### config.mk
export PLATFORM = sky130hd
export DESIGN_NAME = rtu_frame_gap_receiver_flat
export DESIGN_NICKNAME = d
export VERILOG_FILES = /design/src/rtl/rfg_pkg.sv /design/src/rtl/rfg_req_if.sv /design/src/rtl/rfg_res_if.sv /design/src/rtl/rfg_ram.sv /design/src/rtl/rfg_ctrl.sv /design/src/rtl/rtu_frame_gap_receiver.sv /design/src/flat_wrapper.sv
export VERILOG_INCLUDE_DIRS = /design/src /design/src/rtl
export SDC_FILE = /design/constraint.sdc
export NUM_CORES = 2
export LEC_CHECK = 0
export BUFFER_PORTS_ARGS = -buffer_cell sky130_fd_sc_hd__buf_4
export CAP_MARGIN = 20
export CELL_PAD_IN_SITES_DETAIL_PLACEMENT = 0
export CELL_PAD_IN_SITES_GLOBAL_PLACEMENT = 1
export CORE_UTILIZATION = 30
export DETAILED_ROUTE_END_ITERATION = 16
export HOLD_SLACK_MARGIN = 0.02
export PLACE_DENSITY_LB_ADDON = 0.1
export SETUP_SLACK_MARGIN = 0.1
export SLEW_MARGIN = 20
export SYNTH_ARGS = -nofsm -noshare
export SYNTH_HDL_FRONTEND = slang
export SYNTH_HIERARCHICAL = 1
export SYNTH_SLANG_ARGS = --single-unit
### constraint.sdc
create_clock -name i_clk -period 15.2 [get_ports i_clk]
set_input_delay 3.04 -clock i_clk [delete_from_list [all_inputs] [get_ports i_clk]]
set_output_delay 3.04 -clock i_clk [all_outputs]
set_load 0.02 [all_outputs]
### src/rtl/assert_macros.svh
// ----------------------------------------------------------------------------
// assert_macros.svh
// concurrent assertion helpers, compiled out for synthesis
// ----------------------------------------------------------------------------
`ifndef ASSERT_MACROS_SVH
`define ASSERT_MACROS_SVH

`ifndef SYNTHESIS

// property must hold at every clock edge outside reset
`define ASSERT_CLK(lbl, clk, rst_n, prop) \
    lbl: assert property (@(posedge clk) disable iff (!rst_n) prop) \
        else $error("assertion failed");

// expression must never be true outside reset
`define ASSERT_NEVER(lbl, clk, rst_n, expr) \
    lbl: assert property (@(posedge clk) disable iff (!rst_n) !(expr)) \
        else $error("forbidden condition seen");

`else

`define ASSERT_CLK(lbl, clk, rst_n, prop)
`define ASSERT_NEVER(lbl, clk, rst_n, expr)

`endif

`endif

### src/rtl/rfg_pkg.sv
// ----------------------------------------------------------------------------
// rfg_pkg
// types, codes and constants of the rtu frame gap receiver
// ----------------------------------------------------------------------------
package rfg_pkg;

    localparam int FRAME_BYTES = 256;
    localparam int STORE_AW    = $clog2(FRAME_BYTES);
    localparam int COUNT_W     = 9;
    localparam int TICK_W      = 4;
    localparam logic [TICK_W-1:0] TICK_MAX = '1;

    localparam logic [TICK_W-1:0] RST_INTERCHAR = 4'd3;
    localparam logic [TICK_W-1:0] RST_FRAME_GAP = 4'd7;

    typedef enum logic [0:0] {
        CFG_INTERCHAR = 1'b0,
        CFG_FRAME_GAP = 1'b1
    } t_cfg_idx;

    typedef enum logic [1:0] {
        FN_BYTE    = 2'd0,
        FN_TICK    = 2'd1,
        FN_RELEASE = 2'd2,
        FN_READ    = 2'd3
    } t_func;

    typedef enum logic [4:0] {
        ST_INIT = 5'b00001,
        ST_IDLE = 5'b00010,
        ST_RECV = 5'b00100,
        ST_GAP  = 5'b01000,
        ST_DONE = 5'b10000
    } t_state;

    localparam logic [2:0] CODE_INIT = 3'd0;
    localparam logic [2:0] CODE_IDLE = 3'd1;
    localparam logic [2:0] CODE_RECV = 3'd2;
    localparam logic [2:0] CODE_GAP  = 3'd3;
    localparam logic [2:0] CODE_DONE = 3'd4;

    typedef struct packed {
        t_func       func;
        logic [7:0]  data_byte;
        logic [7:0]  read_index;
    } t_req;

    typedef struct packed {
        logic [2:0]  state_code;
        logic        frame_ready;
        logic        frame_error;
        logic [8:0]  frame_length;
        logic [7:0]  read_data;
    } t_res;

    typedef struct packed {
        logic [2:0]         state_code;
        logic               frame_ready;
        logic               frame_error;
        logic [COUNT_W-1:0] frame_length;
    } t_status;

    typedef struct packed {
        logic                en;
        logic [STORE_AW-1:0] addr;
        logic [7:0]          data;
    } t_store_wr;

    function automatic logic [2:0] state_code(input t_state st);
        logic [2:0] code;
        unique case (st)
            ST_INIT: code = CODE_INIT;
            ST_IDLE: code = CODE_IDLE;
            ST_RECV: code = CODE_RECV;
            ST_GAP:  code = CODE_GAP;
            ST_DONE: code = CODE_DONE;
            default: code = CODE_INIT;
        endcase
        return code;
    endfunction

endpackage

### src/rtl/rfg_req_if.sv
// ----------------------------------------------------------------------------
// rfg_req_if
// request channel: valid, ready and one request
// ----------------------------------------------------------------------------
interface rfg_req_if import rfg_pkg::*; ();

    logic valid;
    logic ready;
    t_req data;

    modport source (output valid, output data, input ready);
    modport sink   (input valid, input data, output ready);

endinterface

### src/rtl/rfg_res_if.sv
// ----------------------------------------------------------------------------
// rfg_res_if
// result channel: valid, ready and one result
// ----------------------------------------------------------------------------
interface rfg_res_if import rfg_pkg::*; ();

    logic valid;
    logic ready;
    t_res data;

    modport source (output valid, output data, input ready);
    modport sink   (input valid, input data, output ready);

endinterface

### src/rtl/rfg_ram.sv
// ----------------------------------------------------------------------------
// rfg_ram
// generic single-write, single-read ram with registered read data
// ----------------------------------------------------------------------------
module rfg_ram #(
    parameter int WIDTH = 8,
    parameter int DEPTH = 256
) (
    input  logic                     i_clk,
    input  logic                     i_we,
    input  logic [$clog2(DEPTH)-1:0] i_waddr,
    input  logic [WIDTH-1:0]         i_wdata,
    input  logic                     i_re,
    input  logic [$clog2(DEPTH)-1:0] i_raddr,
    output logic [WIDTH-1:0]         o_rdata
);

    logic [WIDTH-1:0] r_mem [DEPTH];
    logic [WIDTH-1:0] r_rdata;

    always_ff @(posedge i_clk) begin
        if (i_we) begin
            r_mem[i_waddr] <= i_wdata;
        end
        if (i_re) begin
            r_rdata <= r_mem[i_raddr];
        end
    end

    assign o_rdata = r_rdata;

endmodule

### src/rtl/rfg_ctrl.sv
// ----------------------------------------------------------------------------
// rfg_ctrl
// framing state machine, silence tick counter and frame store write control
// ----------------------------------------------------------------------------
module rfg_ctrl import rfg_pkg::*; (
    input  logic              i_clk,
    input  logic              i_rst_n,
    input  logic              i_cfg_we,
    input  logic [0:0]        i_cfg_idx,
    input  logic [TICK_W-1:0] i_cfg_wdata,
    input  logic              i_accept,
    input  t_req              i_req,
    output t_status           o_status,
    output t_store_wr         o_wr,
    output logic              o_rd_ok
);

    t_state             r_state,     n_state;
    logic [TICK_W-1:0]  r_sil,       n_sil;
    logic [COUNT_W-1:0] r_count,     n_count;
    logic               r_err,       n_err;
    logic               r_timer,     n_timer;
    logic [TICK_W-1:0]  r_interchar;
    logic [TICK_W-1:0]  r_gap;
    logic [TICK_W-1:0]  sil_inc;
    t_store_wr          wr;

    assign sil_inc = (r_sil == TICK_MAX) ? r_sil : r_sil + TICK_W'(1);

    always_comb begin
        n_state = r_state;
        n_sil   = r_sil;
        n_count = r_count;
        n_err   = r_err;
        n_timer = r_timer;
        wr      = '0;
        if (i_accept) begin
            unique case (i_req.func)
                FN_BYTE: begin
                    if (r_state == ST_INIT || r_state == ST_IDLE || r_state == ST_RECV) begin
                        n_sil   = '0;
                        n_state = ST_RECV;
                        if (r_count < COUNT_W'(FRAME_BYTES)) begin
                            wr.en   = 1'b1;
                            wr.addr = r_count[STORE_AW-1:0];
                            wr.data = i_req.data_byte;
                            n_count = r_count + COUNT_W'(1);
                        end
                    end else if (r_state == ST_GAP) begin
                        n_sil = '0;
                        n_err = 1'b1;
                    end
                    if (n_count == COUNT_W'(1)) begin
                        n_timer = 1'b1;
                    end
                end
                FN_TICK: begin
                    if (r_timer) begin
                        n_sil = sil_inc;
                        unique case (r_state)
                            ST_INIT: begin
                                if (sil_inc >= r_gap) begin
                                    n_sil   = '0;
                                    n_state = ST_IDLE;
                                end
                            end
                            ST_IDLE, ST_DONE: begin
                                n_sil = '0;
                            end
                            ST_RECV: begin
                                if (sil_inc >= r_interchar) begin
                                    n_state = ST_GAP;
                                end
                            end
                            ST_GAP: begin
                                if (sil_inc >= r_gap) begin
                                    n_timer = 1'b0;
                                    if (r_err) begin
                                        n_err   = 1'b0;
                                        n_sil   = '0;
                                        n_count = '0;
                                        n_state = ST_IDLE;
                                    end else begin
                                        n_state = ST_DONE;
                                    end
                                end
                            end
                            default: begin
                            end
                        endcase
                    end
                end
                FN_RELEASE: begin
                    if (r_state == ST_DONE) begin
                        n_err   = 1'b0;
                        n_sil   = '0;
                        n_count = '0;
                        n_state = ST_IDLE;
                    end
                end
                FN_READ: begin
                end
                default: begin
                end
            endcase
        end
    end

    always_ff @(posedge i_clk) begin
        if (!i_rst_n) begin
            r_state     <= ST_INIT;
            r_sil       <= '0;
            r_count     <= '0;
            r_err       <= 1'b0;
            r_timer     <= 1'b0;
            r_interchar <= RST_INTERCHAR;
            r_gap       <= RST_FRAME_GAP;
        end else begin
            r_state <= n_state;
            r_sil   <= n_sil;
            r_count <= n_count;
            r_err   <= n_err;
            r_timer <= n_timer;
            if (i_cfg_we) begin
                unique case (t_cfg_idx'(i_cfg_idx))
                    CFG_INTERCHAR: r_interchar <= i_cfg_wdata;
                    CFG_FRAME_GAP: r_gap       <= i_cfg_wdata;
                    default: begin
                    end
                endcase
            end
        end
    end

    assign o_status.state_code   = state_code(n_state);
    assign o_status.frame_ready  = (n_state == ST_DONE) && !n_err;
    assign o_status.frame_error  = n_err;
    assign o_status.frame_length = n_count;
    assign o_wr                  = wr;
    assign o_rd_ok = ({1'b0, i_req.read_index} < r_count)
                  && ({1'b0, i_req.read_index} < COUNT_W'(FRAME_BYTES));

endmodule

### src/rtl/rtu_frame_gap_receiver.sv
// ----------------------------------------------------------------------------
// rtu_frame_gap_receiver
// frames rtu requests from received bytes and half-character timer ticks
// ----------------------------------------------------------------------------
// usage
//   i_req carries one request per handshake: a received byte, a timer tick,
//   a frame release or a read of a stored byte by position. o_res returns
//   exactly one result per request: state, ready and error flags, frame
//   length and, for reads, the stored byte (zero past the frame length).
//   i_cfg_we/i_cfg_idx/i_cfg_wdata write the inter-character and frame gap
//   tick counts; write them only while no request is in flight.
//   requests pass a middle stage, alongside the single-port write and
//   registered read of the 256-byte frame store, and one output register;
//   one request is taken every cycle while o_res is not stalled.
//   reset puts the framer in init with counters, flags and timer cleared
//   and restores the default tick counts; the store needs no clearing.
//   when o_res is stalled the output register holds, the middle stage
//   fills, and i_req.ready then drops until the result is taken.
// ----------------------------------------------------------------------------
`include "assert_macros.svh"

module rtu_frame_gap_receiver import rfg_pkg::*; (
    input  logic              i_clk,
    input  logic              i_rst_n,
    input  logic              i_cfg_we,
    input  logic [0:0]        i_cfg_idx,
    input  logic [TICK_W-1:0] i_cfg_wdata,
    rfg_req_if.sink           i_req,
    rfg_res_if.source         o_res
);

    logic      accept;
    logic      s2_load;
    t_status   status;
    t_store_wr wr;
    logic      rd_ok;
    logic      rd_en;
    logic [7:0] ram_rdata;

    logic    r_s1_valid;
    t_status r_s1_status;
    logic    r_s1_rd;
    logic    r_s2_valid;
    t_res    r_s2_res;

    assign s2_load     = !r_s2_valid || o_res.ready;
    assign i_req.ready = !r_s1_valid || s2_load;
    assign accept      = i_req.valid && i_req.ready;
    assign rd_en       = accept && (i_req.data.func == FN_READ);

    rfg_ctrl u_ctrl (
        .i_clk       (i_clk),
        .i_rst_n     (i_rst_n),
        .i_cfg_we    (i_cfg_we),
        .i_cfg_idx   (i_cfg_idx),
        .i_cfg_wdata (i_cfg_wdata),
        .i_accept    (accept),
        .i_req       (i_req.data),
        .o_status    (status),
        .o_wr        (wr),
        .o_rd_ok     (rd_ok)
    );

    rfg_ram #(
        .WIDTH (8),
        .DEPTH (FRAME_BYTES)
    ) u_store (
        .i_clk   (i_clk),
        .i_we    (wr.en),
        .i_waddr (wr.addr),
        .i_wdata (wr.data),
        .i_re    (rd_en),
        .i_raddr (i_req.data.read_index[STORE_AW-1:0]),
        .o_rdata (ram_rdata)
    );

    always_ff @(posedge i_clk) begin
        if (!i_rst_n) begin
            r_s1_valid <= 1'b0;
            r_s2_valid <= 1'b0;
        end else begin
            if (i_req.ready) begin
                r_s1_valid <= accept;
            end
            if (s2_load) begin
                r_s2_valid <= r_s1_valid;
            end
        end
    end

    always_ff @(posedge i_clk) begin
        if (accept) begin
            r_s1_status <= status;
            r_s1_rd     <= rd_en && rd_ok;
        end
        if (s2_load && r_s1_valid) begin
            r_s2_res.state_code   <= r_s1_status.state_code;
            r_s2_res.frame_ready  <= r_s1_status.frame_ready;
            r_s2_res.frame_error  <= r_s1_status.frame_error;
            r_s2_res.frame_length <= r_s1_status.frame_length;
            r_s2_res.read_data    <= r_s1_rd ? ram_rdata : 8'd0;
        end
    end

    assign o_res.valid = r_s2_valid;
    assign o_res.data  = r_s2_res;

    // read data must hold while the middle stage waits
    `ASSERT_CLK(a_rdata_held, i_clk, i_rst_n, (r_s1_valid && !s2_load) |=> $stable(ram_rdata))
    // no request may enter while the middle stage is stuck
    `ASSERT_NEVER(a_no_overrun, i_clk, i_rst_n, accept && r_s1_valid && !s2_load)
    // a frame is only ready in the finished state
    `ASSERT_NEVER(a_ready_done, i_clk, i_rst_n,
        o_res.valid && o_res.data.frame_ready && (o_res.data.state_code != CODE_DONE))
    // every store write leaves a non-empty frame
    `ASSERT_NEVER(a_wr_count, i_clk, i_rst_n, wr.en && (status.frame_length == '0))

endmodule

### src/flat_wrapper.sv
// flat-port wrapper written by rule: the top's interface ports become plain ports
module rtu_frame_gap_receiver_flat import rfg_pkg::*;
  (i_clk, i_rst_n, i_cfg_we, i_cfg_idx, i_cfg_wdata, i_req_valid, i_req_data, i_req_ready, o_res_valid, o_res_data, o_res_ready);
  rfg_req_if i_req_i ();
  rfg_res_if o_res_i ();
  input  logic i_clk;
  input  logic i_rst_n;
  input  logic i_cfg_we;
  input  logic [0:0] i_cfg_idx;
  input  logic [TICK_W-1:0] i_cfg_wdata;
  input wire logic [$bits(i_req_i.valid)-1:0] i_req_valid;
  input wire logic [$bits(i_req_i.data)-1:0] i_req_data;
  output wire logic [$bits(i_req_i.ready)-1:0] i_req_ready;
  output wire logic [$bits(o_res_i.valid)-1:0] o_res_valid;
  output wire logic [$bits(o_res_i.data)-1:0] o_res_data;
  input wire logic [$bits(o_res_i.ready)-1:0] o_res_ready;
  assign i_req_i.valid = i_req_valid;
  assign i_req_i.data = i_req_data;
  assign i_req_ready = i_req_i.ready;
  assign o_res_valid = o_res_i.valid;
  assign o_res_data = o_res_i.data;
  assign o_res_i.ready = o_res_ready;
  rtu_frame_gap_receiver u_core (.i_clk(i_clk), .i_rst_n(i_rst_n), .i_cfg_we(i_cfg_we), .i_cfg_idx(i_cfg_idx), .i_cfg_wdata(i_cfg_wdata), .i_req(i_req_i), .o_res(o_res_i));
endmodule
==> reports/results.ini <==
[timing]
tightest_slew_ns = 1.16
finClkSkew_ns = 0.0819
hold_viol_final = 0
slew_headroom = 0.222
period_share = 0.481
whs_ns = 0.419
min_period_ns = 7.32
setup_violations = 0
slew_viol_final = 0
fmax_mhz = 137
fin_tns_setup_ns = 0
rsz0062_at_grt = false

[worst_setup_path]
worstPathMaxFanout = 20
end_kind = flop
arrival_ns = 7.79
required_ns = 15.68
crit_type = in2reg
r2r_slack_ns = 9.37
start_kind = primary input
reg2reg_depth = 9
crit-reg2reg-capture = u_core/u_store/r_mem[244][4]
r2r-start = u_core/u_ctrl/r_state[0]

[yosys]
synth_async_sr_flop_share = 0
netlist_instances = 4105
yosysTopAreaCellShare = 0.754
synth-seq-area-share = 0.761
yosysWarningCount = 6
syn-cell-area_um2 = 83300
ys_seq_elements = 2123
synthesis.nets = 4151
synth_area_leader_cell = edfxtp_1
ys_top_cells_by_area = edfxtp_1 75%, mux4_2 12%, mux2i_1 1.7%
synth_edf_count = 2093
synthFlopType = edfxtp_1
ys_types = 94
synth_area_per_cell_um2 = 20.3

[routing]
drtIter0Drc = 4222
wl_um = 256000
viasPerCell = 5.07
vias = 41374
wl_per_cell_um = 31.4
drc = 0
ant_nets = 0
dr.pass1.iters = 6

[worst_hold_path]
hold_end = u_core/o_res.data[20]
worst_hold_path_type = reg2reg
min_from = u_core/r_s1_status[12]
min_path_cells = 0

[placement]
place_area_um2 = 88000
place.gp.congestion = 0.771
dp.cells = 7720
dp_hpwl_um = 157000
portBuffers = 51

[cells_and_area]
layout_commonest_cell = edfxtp_1
final_cells = 8161
final_nets = 4307
synthToLayoutAreaGrowth_pct = 14.8
drive_gt1_frac = 0.232
final_cell_mix = 2093 x edfxtp_1, 454 x mux4_2, 300 x nor2_1, 244 x clkbuf_16, 149 x buf_4
final_area_um2 = 95700
fin_util = 0.346

[grt]
grt_pass1_vias = 42307
met1_usage = 0.263
grt_max_degree = 135
top_usage_layer = met2
antenna_found_initial = 25
use_met3 = 0.0369
overflow = 0
grt_pass1_wl_um = 354000
grt_use_met2 = 0.280
grt_use_total = 0.182

[status]
status = finished clean

[die]
start_util = 0.301
fp.dieW_um = 529
die_area_um2 = 280000
rows = 193
die_y_um = 529
pin_count = 52
core_um2 = 276000

[pwr]
vdd_drop_max_mv = 0.0979
p_per_area_nw_per_um2 = 132
power.leakage_uw = 0.0270

[clocking]
cts_tree = done
post_cts_buffers = 0
clkLatencyLatePin_ns = 0.91
cts_root_buf = clkbuf_16
clkTransAtPathRegs_ns = 0.05
htreeDepth = 4
cts_buffer_depth = 4
cts_sinks = 2123
cts_resized = 0
cts_inserted_buffers = 242
cts_hold_buffers = 0

[run]
max_cap_viol_count = 0

[report_power, final]
group          leakage, µW  internal (µW)  switching (µW)  total [µW]
clock network      0.00373           3330            2360        5690
registers           0.0171           6400            7.60        6400
logic              0.00616            173             353         526
[worst max-delay path by stage]
stage               slack, ns                      endpoint  cells past startpoint          start
finish                   7.88  u_core/u_store/r_mem[244][4]                     13    o_res_ready
global route             7.63  u_core/u_store/r_mem[244][7]                     13    o_res_ready
CTS                      7.91     u_core/u_store/o_rdata[1]                      9  i_req_data[0]
detailed placement       6.97     u_core/u_store/o_rdata[1]                      9  i_req_data[0]
global placement         6.84     u_core/u_store/o_rdata[7]                      9  i_req_data[0]
floorplan                6.48    u_core/u_store/r_mem[0][0]                      8    o_res_ready
[critical path, cell delays in order]
cell	delay (ns)
buf_4	0.08
and3b_2	0.24
inv_2	0.07
and2_4	0.28
inv_1	0.21
nor3_2	0.14
buf_4	0.27
nand2_2	0.20
nor2_1	0.51
nor2b_1	0.52
nand3_1	0.88
buf_4	0.56
nor2_1	0.72
[kinds of logic after synthesis]
group / Yosys count / share of synthesized area
adder cells (fa/ha/maj): 18 / 0.00270
AND/OR/NAND/NOR: 628 / 0.0361
XOR/XNOR: 6 / 0.000721
multiplexers: 596 / 0.140
AO/OA/AOI/OAI: 459 / 0.0393
flip-flops: 2123 / 0.761
buffers and inverters: 275 / 0.0197
[state kept, by name, summed over array words and instances (netlist names)]
register and count:
u_core/u_store/o_rdata 8, u_core/u_ctrl/r_gap 4, u_core/o_res.valid 1, u_core/r_s1_valid 1, u_core/u_ctrl/r_count 9, u_core/u_ctrl/r_timer 1, u_core/r_s1_rd 1, u_core/u_store/r_mem 2048
u_core/o_res.data 22, u_core/u_ctrl/r_sil 4, u_core/u_ctrl/r_interchar 4, u_core/r_s1_status 14, u_core/u_ctrl/r_err 1, u_core/u_ctrl/r_state 5
[cell usage after synthesis, types with 8 or more instances]
master,n
a211oi_1,17
a21oi_1,110
a221oi_1,13
a22o_1,10
a22oi_1,134
and2_1,31
and3_1,12
buf_1,22
buf_12,8
buf_2,34
buf_4,29
buf_6,23
buf_8,14
clkbuf_1,119
dfxtp_1,30
edfxtp_1,2093
ha_1,18
inv_1,24
mux2i_1,138
mux4_2,454
nand2_1,59
nand2b_1,11
nand3_1,51
nand4_1,13
nor2_1,311
nor2b_1,40
nor3_1,38
nor4_1,24
o211ai_1,11
o21ai_0,25
o221ai_1,47
o22ai_1,29
[metal layers]
metal	vias to the layer above	share of wire	routed length [µm]
li1	17402	-	-
met1	22437	0.46	117000
met2	1215	0.46	117000
met3	320	0.063	16100
met4	0	0.023	5880
met5	-	0	0
[through the flow]
| step | power [µW] | worst slack (ns) |
|---|---|---|
| floorplan | 6850 | 6.48 |
| global placement | 7060 | 6.84 |
| detailed placement | 7060 | 6.97 |
| CTS | 12800 | 7.91 |
| global route | 13000 | 7.63 |
| finish | 12600 | 7.88 |
[layout make-up]
| cell class | instances | area (µm²) |
|---|---|---|
| Antenna cell | 7 | 17.5 |
| Multi-Input combinational cell | 1707 | 18500 |
| Tap cell | 3705 | 4640 |
| Fill cell | 25864 | 181000 |
| Inverter | 26 | 97.6 |
| Clock buffer | 293 | 6310 |
| Timing Repair Buffer | 161 | 1350 |
| Clock inverter | 139 | 1290 |
| Sequential cell | 2123 | 63500 |
(Power assumes the default switching activity.)
